<file path="src/sv/fcba_pkg.sv">
`timescale 1ns / 1ps
// ----------------------------------------------------------------------------
// fcba_pkg: shared definitions for the chain block allocator
// Field widths, table markers, item kinds, result codes and the table entry
// layout used by the allocator and its memory.
// ----------------------------------------------------------------------------
package fcba_pkg;

  // Field widths of the stream words.
  localparam int KIND_W   = 2;
  localparam int SIZE_W   = 20;
  localparam int HANDLE_W = 10;
  localparam int STATUS_W = 2;
  localparam int COUNT_W  = 11;
  localparam int LINK_W   = 11;

  // Packed word widths, rounded up to whole bytes.
  localparam int IN_TDATA_W  = 32;
  localparam int OUT_TDATA_W = 24;

  // Default geometry of the table.
  localparam int NUM_BLOCKS_DEF  = 1024;
  localparam int BLOCK_BYTES_DEF = 512;

  // Link values with a special meaning.
  localparam logic [LINK_W-1:0] FREE_MARK = 11'h7FF;
  localparam logic [LINK_W-1:0] END_MARK  = 11'h7FE;

  typedef enum logic [KIND_W-1:0] {
    KIND_ALLOC = 2'd0,
    KIND_FREE  = 2'd1,
    KIND_CLEAR = 2'd2
  } fcba_kind_e;

  typedef enum logic [STATUS_W-1:0] {
    ST_OK        = 2'd0,
    ST_NOSPACE   = 2'd1,
    ST_ZERO      = 2'd2,
    ST_BADHANDLE = 2'd3
  } fcba_status_e;

  // One table entry: chain head flag plus the link to the next block.
  typedef struct packed {
    logic              head;
    logic [LINK_W-1:0] link;
  } fcba_entry_t;

endpackage

</file>
<file path="src/sv/fcba_ceil_div.sv">
`timescale 1ns / 1ps
// ----------------------------------------------------------------------------
// fcba_ceil_div: ceiling division by a constant
// Two register stages. The first adds DIVISOR - 1 to the dividend, the second
// multiplies by a fixed reciprocal and shifts, which gives the exact quotient
// rounded up for every dividend that fits the field.
// ----------------------------------------------------------------------------
module fcba_ceil_div #(
  parameter int DIVISOR = 512
) (
  input  logic                        clk_i,
  input  logic                        rst_ni,
  input  logic                        start_i,
  input  logic [fcba_pkg::SIZE_W-1:0] dividend_i,
  output logic                        done_o,
  output logic [fcba_pkg::SIZE_W-1:0] quot_o
);

  import fcba_pkg::*;

  // The biased dividend needs one bit more than the size field. With the
  // shift set to that width plus the rounded-up log of the divisor, the
  // rounded-up reciprocal fits in one bit more again and the product equals
  // the floor quotient for every biased dividend.
  localparam int SUM_W  = SIZE_W + 1;
  localparam int SH     = SUM_W + $clog2(DIVISOR);
  localparam int RCP_W  = SUM_W + 1;
  localparam int PROD_W = SUM_W + RCP_W;
  localparam logic [RCP_W-1:0] RECIP =
    RCP_W'(((64'd1 << SH) + 64'(DIVISOR) - 64'd1) / 64'(DIVISOR));
  localparam logic [SUM_W-1:0] BIAS = SUM_W'(DIVISOR - 1);

  logic              s1_q;
  logic              done_q;
  logic [SUM_W-1:0]  sum_q;
  logic [SIZE_W-1:0] quot_q;
  logic [PROD_W-1:0] prod;

  // Reciprocal multiplication of the biased dividend.
  assign prod = PROD_W'(sum_q) * PROD_W'(RECIP);

  // Stage valid flags.
  always_ff @(posedge clk_i or negedge rst_ni) begin
    if (!rst_ni) begin
      s1_q   <= 1'b0;
      done_q <= 1'b0;
    end else begin
      s1_q   <= start_i;
      done_q <= s1_q;
    end
  end

  // Bias on start, then the scaled product.
  always_ff @(posedge clk_i) begin
    if (start_i) begin
      sum_q <= SUM_W'(dividend_i) + BIAS;
    end
    quot_q <= SIZE_W'(prod >> SH);
  end

  assign done_o = done_q;
  assign quot_o = quot_q;

endmodule

</file>
<file path="config.mk">
export PLATFORM = sky130hd
export DESIGN_NAME = fcba_ceil_div
export DESIGN_NICKNAME = d
export VERILOG_FILES = /design/src/sv/fcba_pkg.sv /design/src/sv/fcba_ceil_div.sv
export SDC_FILE = /design/constraint.sdc
export NUM_CORES = 1
export LEC_CHECK = 0
export BUFFER_PORTS_ARGS = -buffer_cell sky130_fd_sc_hd__buf_2
export CAP_MARGIN = 20
export CORE_MARGIN = 3
export CORE_UTILIZATION = 44
export CTS_BUF_LIST = sky130_fd_sc_hd__clkbuf_16
export DETAILED_ROUTE_END_ITERATION = 8
export PLACE_DENSITY = 0.79
export SLEW_MARGIN = 15
export SYNTH_ARGS = -nofsm -noshare
export SYNTH_HDL_FRONTEND = slang
export SYNTH_SLANG_ARGS = --single-unit
</file>
<file path="constraint.sdc">
create_clock -name clk_i -period 0.8 [get_ports clk_i]
set_clock_uncertainty 0.05 [all_clocks]
set_input_delay 0 -clock clk_i [delete_from_list [all_inputs] [get_ports clk_i]]
set_output_delay 0 -clock clk_i [all_outputs]
set_load 0.1 [all_outputs]
</file>
==> Word-level counts from Yosys, hierarchy flattened <==
Cells that the tools add are included.
{ "totals": {"wordCells": 5, "output_inout_bits": 21, "in_bits": 23, "regBits": 35} }
{ "op_classes": {"add_sub_neg": 1} }
{ "op_table": {"columns": ["operator", "n"], "rows": [
  ["$add A20 B9 Y21 const B", 1]
]} }

==> Logic depth before layout (Yosys ltp) <==
Gate-level depths: netlist of the first run.
{ "logic_depth": {"ltp_word": 1, "depth_mapped": 4, "ltp_nobuf": 4} }

==> Worst setup path after synthesis of the first run <==
No wires, ideal clock.
{ "synth_path": {"path_type": "in2reg", "startpoint": "input dividend_i[2] (netlist bit)", "endpoint": "register sum_q[11] (data pin)", "t_arrival_ps": 806, "stages": 4, "required_time_ps": 493, "path_slack_ps": -313, "path_buffers": 0, "cell_sequence": "nor4_4 nand3_4 and3_1 xor2_1"} }
{ "synth_between": {"elab_chain_cells": 1} }
{ "synth_lines": {"columns": ["item", "line", "text"], "rows": [
  ["start, declared", "fcba_ceil_div.sv:14", "input logic [fcba_pkg::SIZE_W-1:0] dividend_i,"],
  ["$add A20 B9 Y21", "fcba_ceil_div.sv:56", "sum_q <= SUM_W'(dividend_i) + BIAS;"],
  ["end signal, assigned", "fcba_ceil_div.sv:56", null],
  ["end, declared", "fcba_ceil_div.sv:35", "logic [SUM_W-1:0] sum_q;"]
]} }
Every way passes these cells.
A chain may end at the register's enable or synchronous reset.

==> Worst setup path after layout of the first run <==
Same ends and word-level chain as after synthesis.

==> impl_metrics.env, run 1 <==
export IMPL_rows=16
export IMPL_cts_buffers_inserted=3
export IMPL_antenna_found_initial=0
export IMPL_worst_path_dominant_cell_family="simple AND/OR/NAND/NOR gates"
export IMPL_setup_worst_path_end_class="flip-flop"
export IMPL_hold_violations=0
export IMPL_cts_max_level=1
export IMPL_post_layout_minimum_cycle_time_ns=0.960
export IMPL_cts_tree="built"
export IMPL_die_height_microns=52.6
export IMPL_clk_transition_reported_paths_ns=0.06
export IMPL_internal_power_consumption_mw=2.53
export IMPL_setup_tns_ns=-1.73
export IMPL_ys_async_sr_fraction_pct=7.69
export IMPL_layout_cells_sized_above_1_pct=66.4
export IMPL_die_area_sq_um=2770
export IMPL_grt_pass1_vias=675
export IMPL_final_period_utilization_pct=120
export IMPL_synth_top_area_cell="sky130_fd_sc_hd__edfxtp_1"
export IMPL_clock_root_buffer="sky130_fd_sc_hd__clkbuf_16"
export IMPL_diodes=0
export IMPL_ir_worst_vdd_v=0.00245
export IMPL_placed_cells=138
export IMPL_timing_critical_path_slowest_cell_delay_ns=0.36
export IMPL_final_routed_drc_violation_total=0
export IMPL_path_cells="buf_6 -> nor4_4 -> nand3_4 -> and3_4 -> xor2_1"
export IMPL_timing_hold_worst_class="input port to asynchronous set/reset pin"
export IMPL_placeableCoreArea_sq_um=2000
export IMPL_slowest_stage="sky130_fd_sc_hd__nor4_4"
export IMPL_synth_seq_cells=26
export IMPL_worst_skew_pair_late_latency_ns=0.26
export IMPL_clk_path_buf_depth=2
export IMPL_p_leak_nw=0.687
export IMPL_postSynthCellCount=67
export IMPL_fillCellCount=102
export IMPL_number_of_search_and_repair_iterations_in_the_first_detailed_routing_pass=4
export IMPL_via_count=672
export IMPL_grt_max_degree=15
export IMPL_crit_arrival_ns=0.92
export IMPL_grtUsageTotal_pct=16.7
export IMPL_post_synth_num_cell_types=17
export IMPL_switching_share_of_power_pct=31.8
export IMPL_ys_warn_count=0
export IMPL_critPathLaunchType="input port"
export IMPL_violated_checks="setup timing"
export IMPL_place_gp_congestion=0.673
export IMPL_largest_cells_by_area_after_synthesis="sky130_fd_sc_hd__edfxtp_1 (38%), sky130_fd_sc_hd__dfxtp_1 (25%), sky130_fd_sc_hd__xnor2_1 (7.3%)"
export IMPL_outcome="complete, but fails checks"
export IMPL_postRouteAntennaNets=0
export IMPL_via_per_instance_ratio=4.60
export IMPL_pin_count=44
export IMPL_synth_top_area_share_pct=37.6
export IMPL_drt_first_iter_violations=5
export IMPL_total_switching_power_mw=1.18
export IMPL_seq_power_share_pct=42.8
export IMPL_ys_flop_type="sky130_fd_sc_hd__edfxtp_1"
export IMPL_wire_per_inst_microns=15.5
export IMPL_power_density_nw_per_um2=2260
export IMPL_max_freq_mhz=1040
export IMPL_setup_violations=25
export IMPL_synth_area_per_cell_sq_um=14.3
export IMPL_cap_viol_max_count=0
export IMPL_mapped_cell_area_sq_um=957
export IMPL_portion_of_total_power_attributed_to_the_clock_network_pct=29.4
export IMPL_critical_path_class="input port to flip-flop"
export IMPL_grt_overflow_total=0
export IMPL_flow_area_growth_from_synthesis_pct=71.1
export IMPL_stdcell_count=146
export IMPL_critical_path_max_fanout=3
export IMPL_portBuffers=35
export IMPL_critical_path_buf_inv_count=1
export IMPL_comb_power_share_pct=27.8
export IMPL_rsz0062_at_grt="yes"
export IMPL_yosys_top_cells_count="sky130_fd_sc_hd__dfxtp_1 (12), sky130_fd_sc_hd__edfxtp_1 (12), sky130_fd_sc_hd__buf_4 (8), sky130_fd_sc_hd__xnor2_1 (8), sky130_fd_sc_hd__nand3_1 (5)"
export IMPL_cts_sinks=26
export IMPL_grt_pass1_wl_microns=3050
export IMPL_yosysSeqAreaShare_pct=68.0
export IMPL_final_critical_path_setup_slack_ns=-0.160
export IMPL_slew_violations=0
export IMPL_initial_utilization_pct=47.8
export IMPL_fp_dieW_microns=52.6
export IMPL_crit_required_ns=0.76
export IMPL_number_of_enable_type_register_cells_in_the_synthesized_netlist=12
export IMPL_drt_total_wl_microns=2260
export IMPL_finish_net_count=143
worst paths after layout:
kind / startpoint / endpoint / slack (ns) / cells past startpoint
max: dividend_i[2] / sum_q[11]$_DFFE_PP_ / -0.16 / 5
min: rst_ni / s1_q$_DFF_PN0_ / 0.008 / 2
max reg2reg: sum_q[15]$_DFFE_PP_ / quot_o[6]$_DFF_P_ / 0.22 / 0
min reg2reg: sum_q[16]$_DFFE_PP_ / quot_o[7]$_DFF_P_ / 0.30 / 0
max in group asynchronous: rst_ni / done_o$_DFF_PN0_ / 0.58 / 2
min in group clk_i: dividend_i[19] / sum_q[19]$_DFFE_PP_ / 0.05 / 2
state kept, by name, summed over array words and instances, names as in the netlist:
name    flops
quot_o     12
sum_q      12
done_o      1
s1_q        1
cell type report:
class / instances / area [sq um] / share of cell area (%)
clock buffer: 3 / 75.1 / 4.58
clock inverter: 1 / 3.75 / 0.229
multi-input combinational: 40 / 358 / 21.8
sequential: 26 / 667 / 40.7
tap: 27 / 33.8 / 2.06
timing repair buffer: 49 / 500 / 30.6
through the flow:
stage | setup slack (ns) | utilization (%) | power [mW] | hold WS (ns) | cell area [sq um]
2_1_floorplan | -0.281 | - | 2.23 | -0.346 | 1000
3_3_place_gp | -0.425 | 71.1 | 2.58 | -0.265 | 1420
3_5_place_dp | -0.443 | 71.1 | 2.60 | -0.258 | 1420
4_1_cts | -0.121 | 77.4 | 3.68 | 0.0181 | 1550
5_1_grt | -0.213 | 81.8 | 3.83 | 0.0204 | 1640
6_report | -0.160 | 81.8 | 3.71 | 0.00842 | 1640
per-layer routing:
layer  share of wire, %  vias to the layer above  global-route usage (%)
met5                  0                        -                       0
met4                2.6                        0                    12.8
met3                6.4                        4                    4.27
met2                 55                       36                    28.9
met1                 36                      313                    16.8
li1                   -                      319                       -
cell families (layout without fill, tap and decap cells):
family	count (synthesis)	after routing	synth area share (%)
flops	26	26	68.0
simple gates	20	20	14.0
xor+xnor	11	11	10.1
buf+inv	8	53	6.27
other cells	1	8	0.392
compound gates	1	1	1.31
cells in the final DEF (no fill, tap or decap), types with 4 or more instances in the layout:
cell and n:
sky130_fd_sc_hd__conb_1 8, sky130_fd_sc_hd__dfxtp_2 12, sky130_fd_sc_hd__buf_12 13, sky130_fd_sc_hd__edfxtp_1 12, sky130_fd_sc_hd__xnor2_1 4, sky130_fd_sc_hd__buf_6 4
sky130_fd_sc_hd__xnor2_2 4, sky130_fd_sc_hd__buf_2 20, sky130_fd_sc_hd__buf_4 10
power groups by stage:
| stage | logic [mW] | registers, mW | clock network [mW] |
|---|---|---|---|
| global route | 1.06 | 1.60 | 1.17 |
| finish | 1.03 | 1.59 | 1.09 |
| detailed placement | 0.990 | 1.61 | 0 |
| global placement | 0.975 | 1.60 | 0 |
| floorplan | 0.250 | 1.98 | 0 |
| CTS | 1.01 | 1.59 | 1.08 |
repair_timing:
item / in CTS / in global routing
endpoints found under the hold margin: 3 / 0
setup endpoints to repair: 25 / 25
pin swaps: 5 / 3
hold buffers: 2 / 0
gates resized for setup: 2 / 16
setup buffers: 2 / 0
Power figures use the tool's default switching activity.
==> run 2: changes to the inputs <==
--- a/config.mk
+++ b/config.mk
@@ -5,13 +5,14 @@
 export SDC_FILE = /design/constraint.sdc
 export NUM_CORES = 1
 export LEC_CHECK = 0
+export ABC_AREA = 1
 export BUFFER_PORTS_ARGS = -buffer_cell sky130_fd_sc_hd__buf_2
 export CAP_MARGIN = 20
 export CORE_MARGIN = 3
-export CORE_UTILIZATION = 44
-export CTS_BUF_LIST = sky130_fd_sc_hd__clkbuf_16
+export CORE_UTILIZATION = 51
+export CTS_BUF_LIST = sky130_fd_sc_hd__clkbuf_4
 export DETAILED_ROUTE_END_ITERATION = 8
-export PLACE_DENSITY = 0.79
+export PLACE_DENSITY = 0.85
 export SLEW_MARGIN = 15
 export SYNTH_ARGS = -nofsm -noshare
 export SYNTH_HDL_FRONTEND = slang
==> run 2 against run 1 <==
- the flow still finishes with violations (setup timing)
- setup slack got worse by 0.027 ns
- clock power decreased by 15%
- design area increased by 14%
- global-route usage increased by 11 points
- highest routed layer unchanged
- non-clock buffer count increased by 6
==> impl_metrics.env, run 2 <==
export IMPL_synth_top_area_cell="sky130_fd_sc_hd__edfxtp_1"
export IMPL_placed_cells=213
export IMPL_max_freq_mhz=1010
export IMPL_outcome="complete, but fails checks"
export IMPL_pin_count=44
export IMPL_globalRouteMet2Util_pct=46.7
export IMPL_fp_dieW_microns=55.1
export IMPL_number_of_enable_type_register_cells_in_the_synthesized_netlist=12
export IMPL_startpoint="done_o$_DFF_PN0_"
export IMPL_setup_worst_path_end_class="primary output"
export IMPL_timing_critical_path_slowest_cell_delay_ns=0.44
export IMPL_drt_total_wl_microns=3820
export IMPL_seq_area_sq_um=667
export IMPL_die_area_sq_um=3040
export IMPL_number_of_search_and_repair_iterations_in_the_first_detailed_routing_pass=5
export IMPL_worst_r2r_startpoint="sum_q[12]$_DFFE_PP_"
export IMPL_p_leak_nw=0.931
export IMPL_final_critical_path_setup_slack_ns=-0.187
export IMPL_r2r_setup_slack_ns=0.20
export IMPL_stdcell_count=227
export IMPL_worstHoldEndpoint="sum_q[17]$_DFFE_PP_"
export IMPL_crit_required_ns=0.75
export IMPL_detailed_place_hpwl_microns=2270
export IMPL_die_height_microns=55.1
export IMPL_violated_checks="setup timing"
export IMPL_via_per_instance_ratio=5.63
export IMPL_via_count=1279
export IMPL_postSynthCellCount=143
export IMPL_rsz0062_at_grt="yes"
export IMPL_comb_power_share_pct=31.1
export IMPL_slowest_stage="sky130_fd_sc_hd__dfrtp_2"
export IMPL_worstRegToRegCells=0
export IMPL_cap_viol_max_count=0
export IMPL_cts_buffers_inserted=3
export IMPL_ys_async_sr_fraction_pct=7.69
export IMPL_initial_utilization_pct=54.6
export IMPL_slew_violations=0
export IMPL_fillCellCount=127
export IMPL_placeableCoreArea_sq_um=2250
export IMPL_ys_warn_count=0
export IMPL_hold_violations=0
export IMPL_internal_power_consumption_mw=2.38
export IMPL_placement_setup_worst_slack_ns=-0.282
export IMPL_timing_hold_worst_class="input port to flip-flop"
export IMPL_area_occupied_by_multi_input_gates_sq_um=470
export IMPL_flow_area_growth_from_synthesis_pct=51.2
export IMPL_clk_transition_reported_paths_ns=0.15
export IMPL_hp_start="dividend_i[17]"
export IMPL_yosysSeqAreaShare_pct=52.8
export IMPL_finish_net_count=223
export IMPL_critical_path_max_fanout=1
export IMPL_portBuffers=35
export IMPL_setup_tns_ns=-1.66
export IMPL_grtUsageTotal_pct=27.4
export IMPL_rows=17
export IMPL_wire_per_inst_microns=16.8
export IMPL_postRouteAntennaNets=0
export IMPL_post_layout_minimum_cycle_time_ns=0.987
export IMPL_use_met3_pct=6.43
export IMPL_global_route_peak_usage_layer="met2"
export IMPL_final_routed_drc_violation_total=0
export IMPL_clk_path_buf_depth=2
export IMPL_power_density_nw_per_um2=1950
export IMPL_yosys_top_cells_count="sky130_fd_sc_hd__nand2_1 (39), sky130_fd_sc_hd__inv_1 (19), sky130_fd_sc_hd__nor2_1 (16)"
export IMPL_worstReg2RegEnd="quot_o[3]$_DFF_P_"
export IMPL_worst_path_dominant_cell_family="flip-flops"
export IMPL_grt_pass1_wl_microns=5740
export IMPL_synth_most_common_cell="sky130_fd_sc_hd__nand2_1"
export IMPL_critical_path_class="flip-flop to primary output"
export IMPL_path_cells="buf_12"
export IMPL_grt_pass1_vias=1226
export IMPL_drt_first_iter_violations=73
export IMPL_diodes=0
export IMPL_synth_top_area_share_pct=29.3
export IMPL_layout_cells_sized_above_1_pct=42.7
export IMPL_final_period_utilization_pct=123
export IMPL_total_switching_power_mw=1.26
export IMPL_place_gp_congestion=0.840
export IMPL_cts_tree="built"
export IMPL_synth_seq_cells=26
export IMPL_ir_worst_vdd_v=0.00134
export IMPL_grt_max_degree=20
export IMPL_critical_path_buf_inv_count=1
export IMPL_portion_of_total_power_attributed_to_the_clock_network_pct=25.5
export IMPL_seq_power_share_pct=43.5
export IMPL_worst_hold_path_num_cells=3
export IMPL_largest_cells_by_area_after_synthesis="sky130_fd_sc_hd__edfxtp_1 (29%), sky130_fd_sc_hd__dfxtp_1 (20%), sky130_fd_sc_hd__nand2_1 (12%)"
export IMPL_worst_skew_pair_late_latency_ns=0.32
export IMPL_synth_area_per_cell_sq_um=8.61
export IMPL_setup_violations=15
export IMPL_grt_overflow_total=0
export IMPL_cts_sinks=26
export IMPL_crit_arrival_ns=0.94
export IMPL_mapped_cell_area_sq_um=1230
export IMPL_ys_flop_type="sky130_fd_sc_hd__edfxtp_1"
export IMPL_use_met1_pct=30.5
export IMPL_critPathLaunchType="flip-flop"
export IMPL_layout_commonest_cell="sky130_fd_sc_hd__nand2_1"
export IMPL_cts_max_level=1
export IMPL_switching_share_of_power_pct=34.6
export IMPL_clock_root_buffer="sky130_fd_sc_hd__clkbuf_4"
export IMPL_antenna_found_initial=0
export IMPL_most_common_layout_cells="sky130_fd_sc_hd__nand2_1 (35), sky130_fd_sc_hd__buf_2 (22), sky130_fd_sc_hd__inv_1 (17)"
export IMPL_post_synth_num_cell_types=20
run 2: cell type report:
| cell class | instances | share of cell area, % |
|---|---|---|
| multi-input combinational | 91 | 25.3 |
| clock inverter | 1 | 1.61 |
| timing repair buffer | 55 | 29.6 |
| clock buffer | 3 | 1.21 |
| tap | 28 | 1.88 |
| sequential | 26 | 35.8 |
| inverter | 23 | 4.64 |
run 2: worst max path at each step:
stage                                to  slack (ns)  cells past startpoint
floorplan           sum_q[19]$_DFFE_PP_       -0.07                      7
global placement     sum_q[9]$_DFFE_PP_       -0.20                      6
detailed placement  sum_q[16]$_DFFE_PP_       -0.28                      7
CTS                              done_o       -0.17                      1
global route                     done_o       -0.20                      1
finish                           done_o       -0.19                      1
run 2: metal layers:
metal,part of all wire (%),wire [microns],vias to the layer above
met5,0,0,-
met4,5.5,211,0
met3,11,424,37
met2,50,1890,122
met1,34,1290,578
li1,-,-,542
run 2: logic make-up (layout without fill, tap and decap cells):
group,after synthesis,count (layout),synth area share (%)
AOI/OAI and AO/OA,1,1,0.610
xor gates and xnor gates,1,1,0.712
buffers and inverters,33,82,13.7
DFF,26,26,52.8
other,1,8,0.305
and+or+nand+nor,81,81,31.8
run 2: timing repair:
action	in CTS	in global routing
hold buffers	11	0
buffers inserted	0	0
resized for setup	0	7
hold endpoints to repair	12	0
pin swaps	0	2
setup endpoints to repair	13	19
run 2: power by group through the flow:
stage | clock network [mW] | logic (mW) | registers (mW)
2_1_floorplan | 0 | 0.325 | 1.95
6_report | 0.925 | 1.13 | 1.58
3_5_place_dp | 0 | 1.05 | 1.60
4_1_cts | 0.887 | 1.10 | 1.57
5_1_grt | 0.969 | 1.16 | 1.59
3_3_place_gp | 0 | 1.03 | 1.59
run 2: metrics by stage:
step	power (mW)	hold slack, ns	util (%)	cell area (sq um)
2_1_floorplan	2.28	-0.346	-	1290
3_3_place_gp	2.62	-0.264	74.8	1690
3_5_place_dp	2.66	-0.264	74.8	1690
4_1_cts	3.56	0.0170	82.0	1850
5_1_grt	3.72	0.00470	82.6	1860
6_report	3.63	0.00585	82.6	1860
==> run 3: changes to the inputs <==
--- a/config.mk
+++ b/config.mk
@@ -7,12 +7,13 @@
 export LEC_CHECK = 0
 export ABC_AREA = 1
 export BUFFER_PORTS_ARGS = -buffer_cell sky130_fd_sc_hd__buf_2
-export CAP_MARGIN = 20
+export CAP_MARGIN = 10
 export CORE_MARGIN = 3
 export CORE_UTILIZATION = 51
 export CTS_BUF_LIST = sky130_fd_sc_hd__clkbuf_4
 export DETAILED_ROUTE_END_ITERATION = 8
 export PLACE_DENSITY = 0.85
+export SETUP_SLACK_MARGIN = 0.02
 export SLEW_MARGIN = 15
 export SYNTH_ARGS = -nofsm -noshare
 export SYNTH_HDL_FRONTEND = slang
==> run 3 against run 2 <==
- the run still ends with setup timing left
- largest power group unchanged
- die area unchanged
- clock power is 2.6% lower
- sequential share of layout area fell by 0.31 points
- via count fell by 6.9%
- flip-flop and latch count stayed put
- largest cell class unchanged
- core utilization rose by 0.72 points
- critical path depth stayed put
- final cell count grew 0.44%
- combinational power barely moved
- first-iteration DRC count decreased by 9.6%
- maximum frequency is 1.0% higher
==> impl_metrics.env, run 3 (synthesized netlist as in run 2, its figures left out) <==
export IMPL_layout_cells_sized_above_1_pct=42.0
export IMPL_path_cells="buf_12"
export IMPL_rows=17
export IMPL_setup_worst_path_end_class="primary output"
export IMPL_clk_path_buf_depth=2
export IMPL_worstRegToRegCells=0
export IMPL_diodes=0
export IMPL_timing_hold_worst_class="input port to flip-flop"
export IMPL_cts_tree="built"
export IMPL_layout_commonest_cell="sky130_fd_sc_hd__nand2_1"
export IMPL_portBuffers=35
export IMPL_startpoint="done_o$_DFF_PN0_"
export IMPL_cts_sinks=26
export IMPL_critical_path_class="flip-flop to primary output"
export IMPL_hold_violations=0
export IMPL_p_leak_nw=0.911
export IMPL_power_density_nw_per_um2=1910
export IMPL_worstReg2RegEnd="quot_o[6]$_DFF_P_"
export IMPL_grt_pass1_vias=1128
export IMPL_grtUsageTotal_pct=23.3
export IMPL_violated_checks="setup timing"
export IMPL_most_common_layout_cells="sky130_fd_sc_hd__nand2_1 (36), sky130_fd_sc_hd__buf_2 (22), sky130_fd_sc_hd__inv_1 (17)"
export IMPL_flow_area_growth_from_synthesis_pct=52.5
export IMPL_grt_max_degree=20
export IMPL_pin_count=44
export IMPL_place_gp_congestion=0.840
export IMPL_fillCellCount=125
export IMPL_max_freq_mhz=1020
export IMPL_hp_start="dividend_i[15]"
export IMPL_post_layout_minimum_cycle_time_ns=0.977
export IMPL_grt_pass1_wl_microns=4980
export IMPL_die_height_microns=55.1
export IMPL_crit_required_ns=0.75
export IMPL_clk_transition_reported_paths_ns=0.14
export IMPL_ir_worst_vdd_v=0.00135
export IMPL_placeableCoreArea_sq_um=2250
export IMPL_drt_total_wl_microns=3440
export IMPL_crit_arrival_ns=0.93
export IMPL_worstHoldEndpoint="sum_q[15]$_DFFE_PP_"
export IMPL_post_route_standard_cell_area_excluding_fillers_sq_um=1880
export IMPL_antenna_found_initial=0
export IMPL_via_count=1191
export IMPL_finalHoldWorstSlack_ns=0.0272
export IMPL_worst_hold_path_num_cells=3
export IMPL_cap_viol_max_count=0
export IMPL_final_critical_path_setup_slack_ns=-0.177
export IMPL_number_of_search_and_repair_iterations_in_the_first_detailed_routing_pass=5
export IMPL_worst_skew_pair_late_latency_ns=0.32
export IMPL_wire_per_inst_microns=15.1
export IMPL_dpl_instance_area_sq_um=1690
export IMPL_final_period_utilization_pct=122
export IMPL_timing_critical_path_slowest_cell_delay_ns=0.44
export IMPL_fp_dieW_microns=55.1
export IMPL_clock_root_buffer="sky130_fd_sc_hd__clkbuf_4"
export IMPL_slowest_stage="sky130_fd_sc_hd__dfrtp_2"
export IMPL_critical_path_buf_inv_count=1
export IMPL_detailed_place_hpwl_microns=2270
export IMPL_postRouteAntennaNets=0
export IMPL_worst_path_dominant_cell_family="flip-flops"
export IMPL_die_area_sq_um=3040
export IMPL_initial_utilization_pct=54.6
export IMPL_post_cts_buffers=0
export IMPL_setup_violations=15
export IMPL_worst_r2r_startpoint="sum_q[15]$_DFFE_PP_"
export IMPL_grt_overflow_total=0
export IMPL_cts_max_level=1
export IMPL_critPathLaunchType="flip-flop"
export IMPL_finish_net_count=224
export IMPL_via_per_instance_ratio=5.22
export IMPL_slew_violations=0
export IMPL_r2r_setup_slack_ns=0.23
export IMPL_drt_first_iter_violations=66
export IMPL_setup_tns_ns=-1.50
export IMPL_final_routed_drc_violation_total=0
export IMPL_cts_buffers_inserted=3
export IMPL_rsz0062_at_grt="yes"
export IMPL_critical_path_max_fanout=1
export IMPL_outcome="complete, but fails checks"
run 3: changes by cell type in the layout (fill, tap and decap cells not counted):
cell / delta
sky130_fd_sc_hd__nand2_2: -1
sky130_fd_sc_hd__nor2_1: +1
sky130_fd_sc_hd__nand2_8: +1
sky130_fd_sc_hd__nand2_1: +1
sky130_fd_sc_hd__nand2_4: -1
sky130_fd_sc_hd__nand3_1: -1
sky130_fd_sc_hd__dlymetal6s4s_1: -1
sky130_fd_sc_hd__dlygate4sd3_1: +2
sky130_fd_sc_hd__nor2_2: -1
sky130_fd_sc_hd__nand3_2: +1
run 3: how the worst max path moves through the flow:
| stage | to | slack (ns) | cells after the start |
|---|---|---|---|
| CTS | done_o | -0.17 | 1 |
| detailed placement | sum_q[16]$_DFFE_PP_ | -0.28 | 7 |
| floorplan | sum_q[19]$_DFFE_PP_ | -0.07 | 7 |
| finish | done_o | -0.18 | 1 |
| global route | done_o | -0.19 | 1 |
| global placement | sum_q[9]$_DFFE_PP_ | -0.20 | 6 |
run 3: cell type report:
type / count / area [sq um] / share of cell area [%]
clock buffer: 3 / 22.5 / 1.20
multi-input combinational: 91 / 479 / 25.5
timing repair buffer: 56 / 558 / 29.7
clock inverter: 1 / 30.0 / 1.60
tap: 28 / 35.0 / 1.87
inverter: 23 / 86.3 / 4.60
sequential: 26 / 667 / 35.5
run 3: through the flow:
| step | std cells | power [mW] | util (%) | setup WS, ns |
|---|---|---|---|---|
| after CTS | 226 | 3.55 | 81.1 | -0.169 |
| after floorplan | 150 | 2.28 | - | -0.0732 |
| after global placement | 213 | 2.62 | 74.8 | -0.199 |
| after detailed placement | 213 | 2.66 | 74.8 | -0.282 |
| final | 228 | 3.60 | 83.3 | -0.177 |
| after global routing | 228 | 3.69 | 83.3 | -0.193 |
run 3: per-layer routing:
metal	up-vias	routed length, microns	part of all wire (%)	track usage [%]
li1	547	-	-	-
met1	541	1220	35	27.2
met2	81	1730	50	40.4
met3	22	323	9.4	4.56
met4	0	167	4.9	12.1
met5	-	0	0	0
run 3: what timing repair did:
action	in CTS	in global routing
hold buffers	9	4
hold endpoints to repair	12	5
pin swaps	0	1
gates resized for setup	0	6
setup endpoints to repair	13	18
run 3: power breakdown:
group / leakage (nW) / internal, mW / total [mW] / switching [mW]
Combinational: 0.643 / 0.357 / 1.12 / 0.764
Clock: 0.0279 / 0.507 / 0.901 / 0.394
Sequential: 0.241 / 1.51 / 1.57 / 0.0584
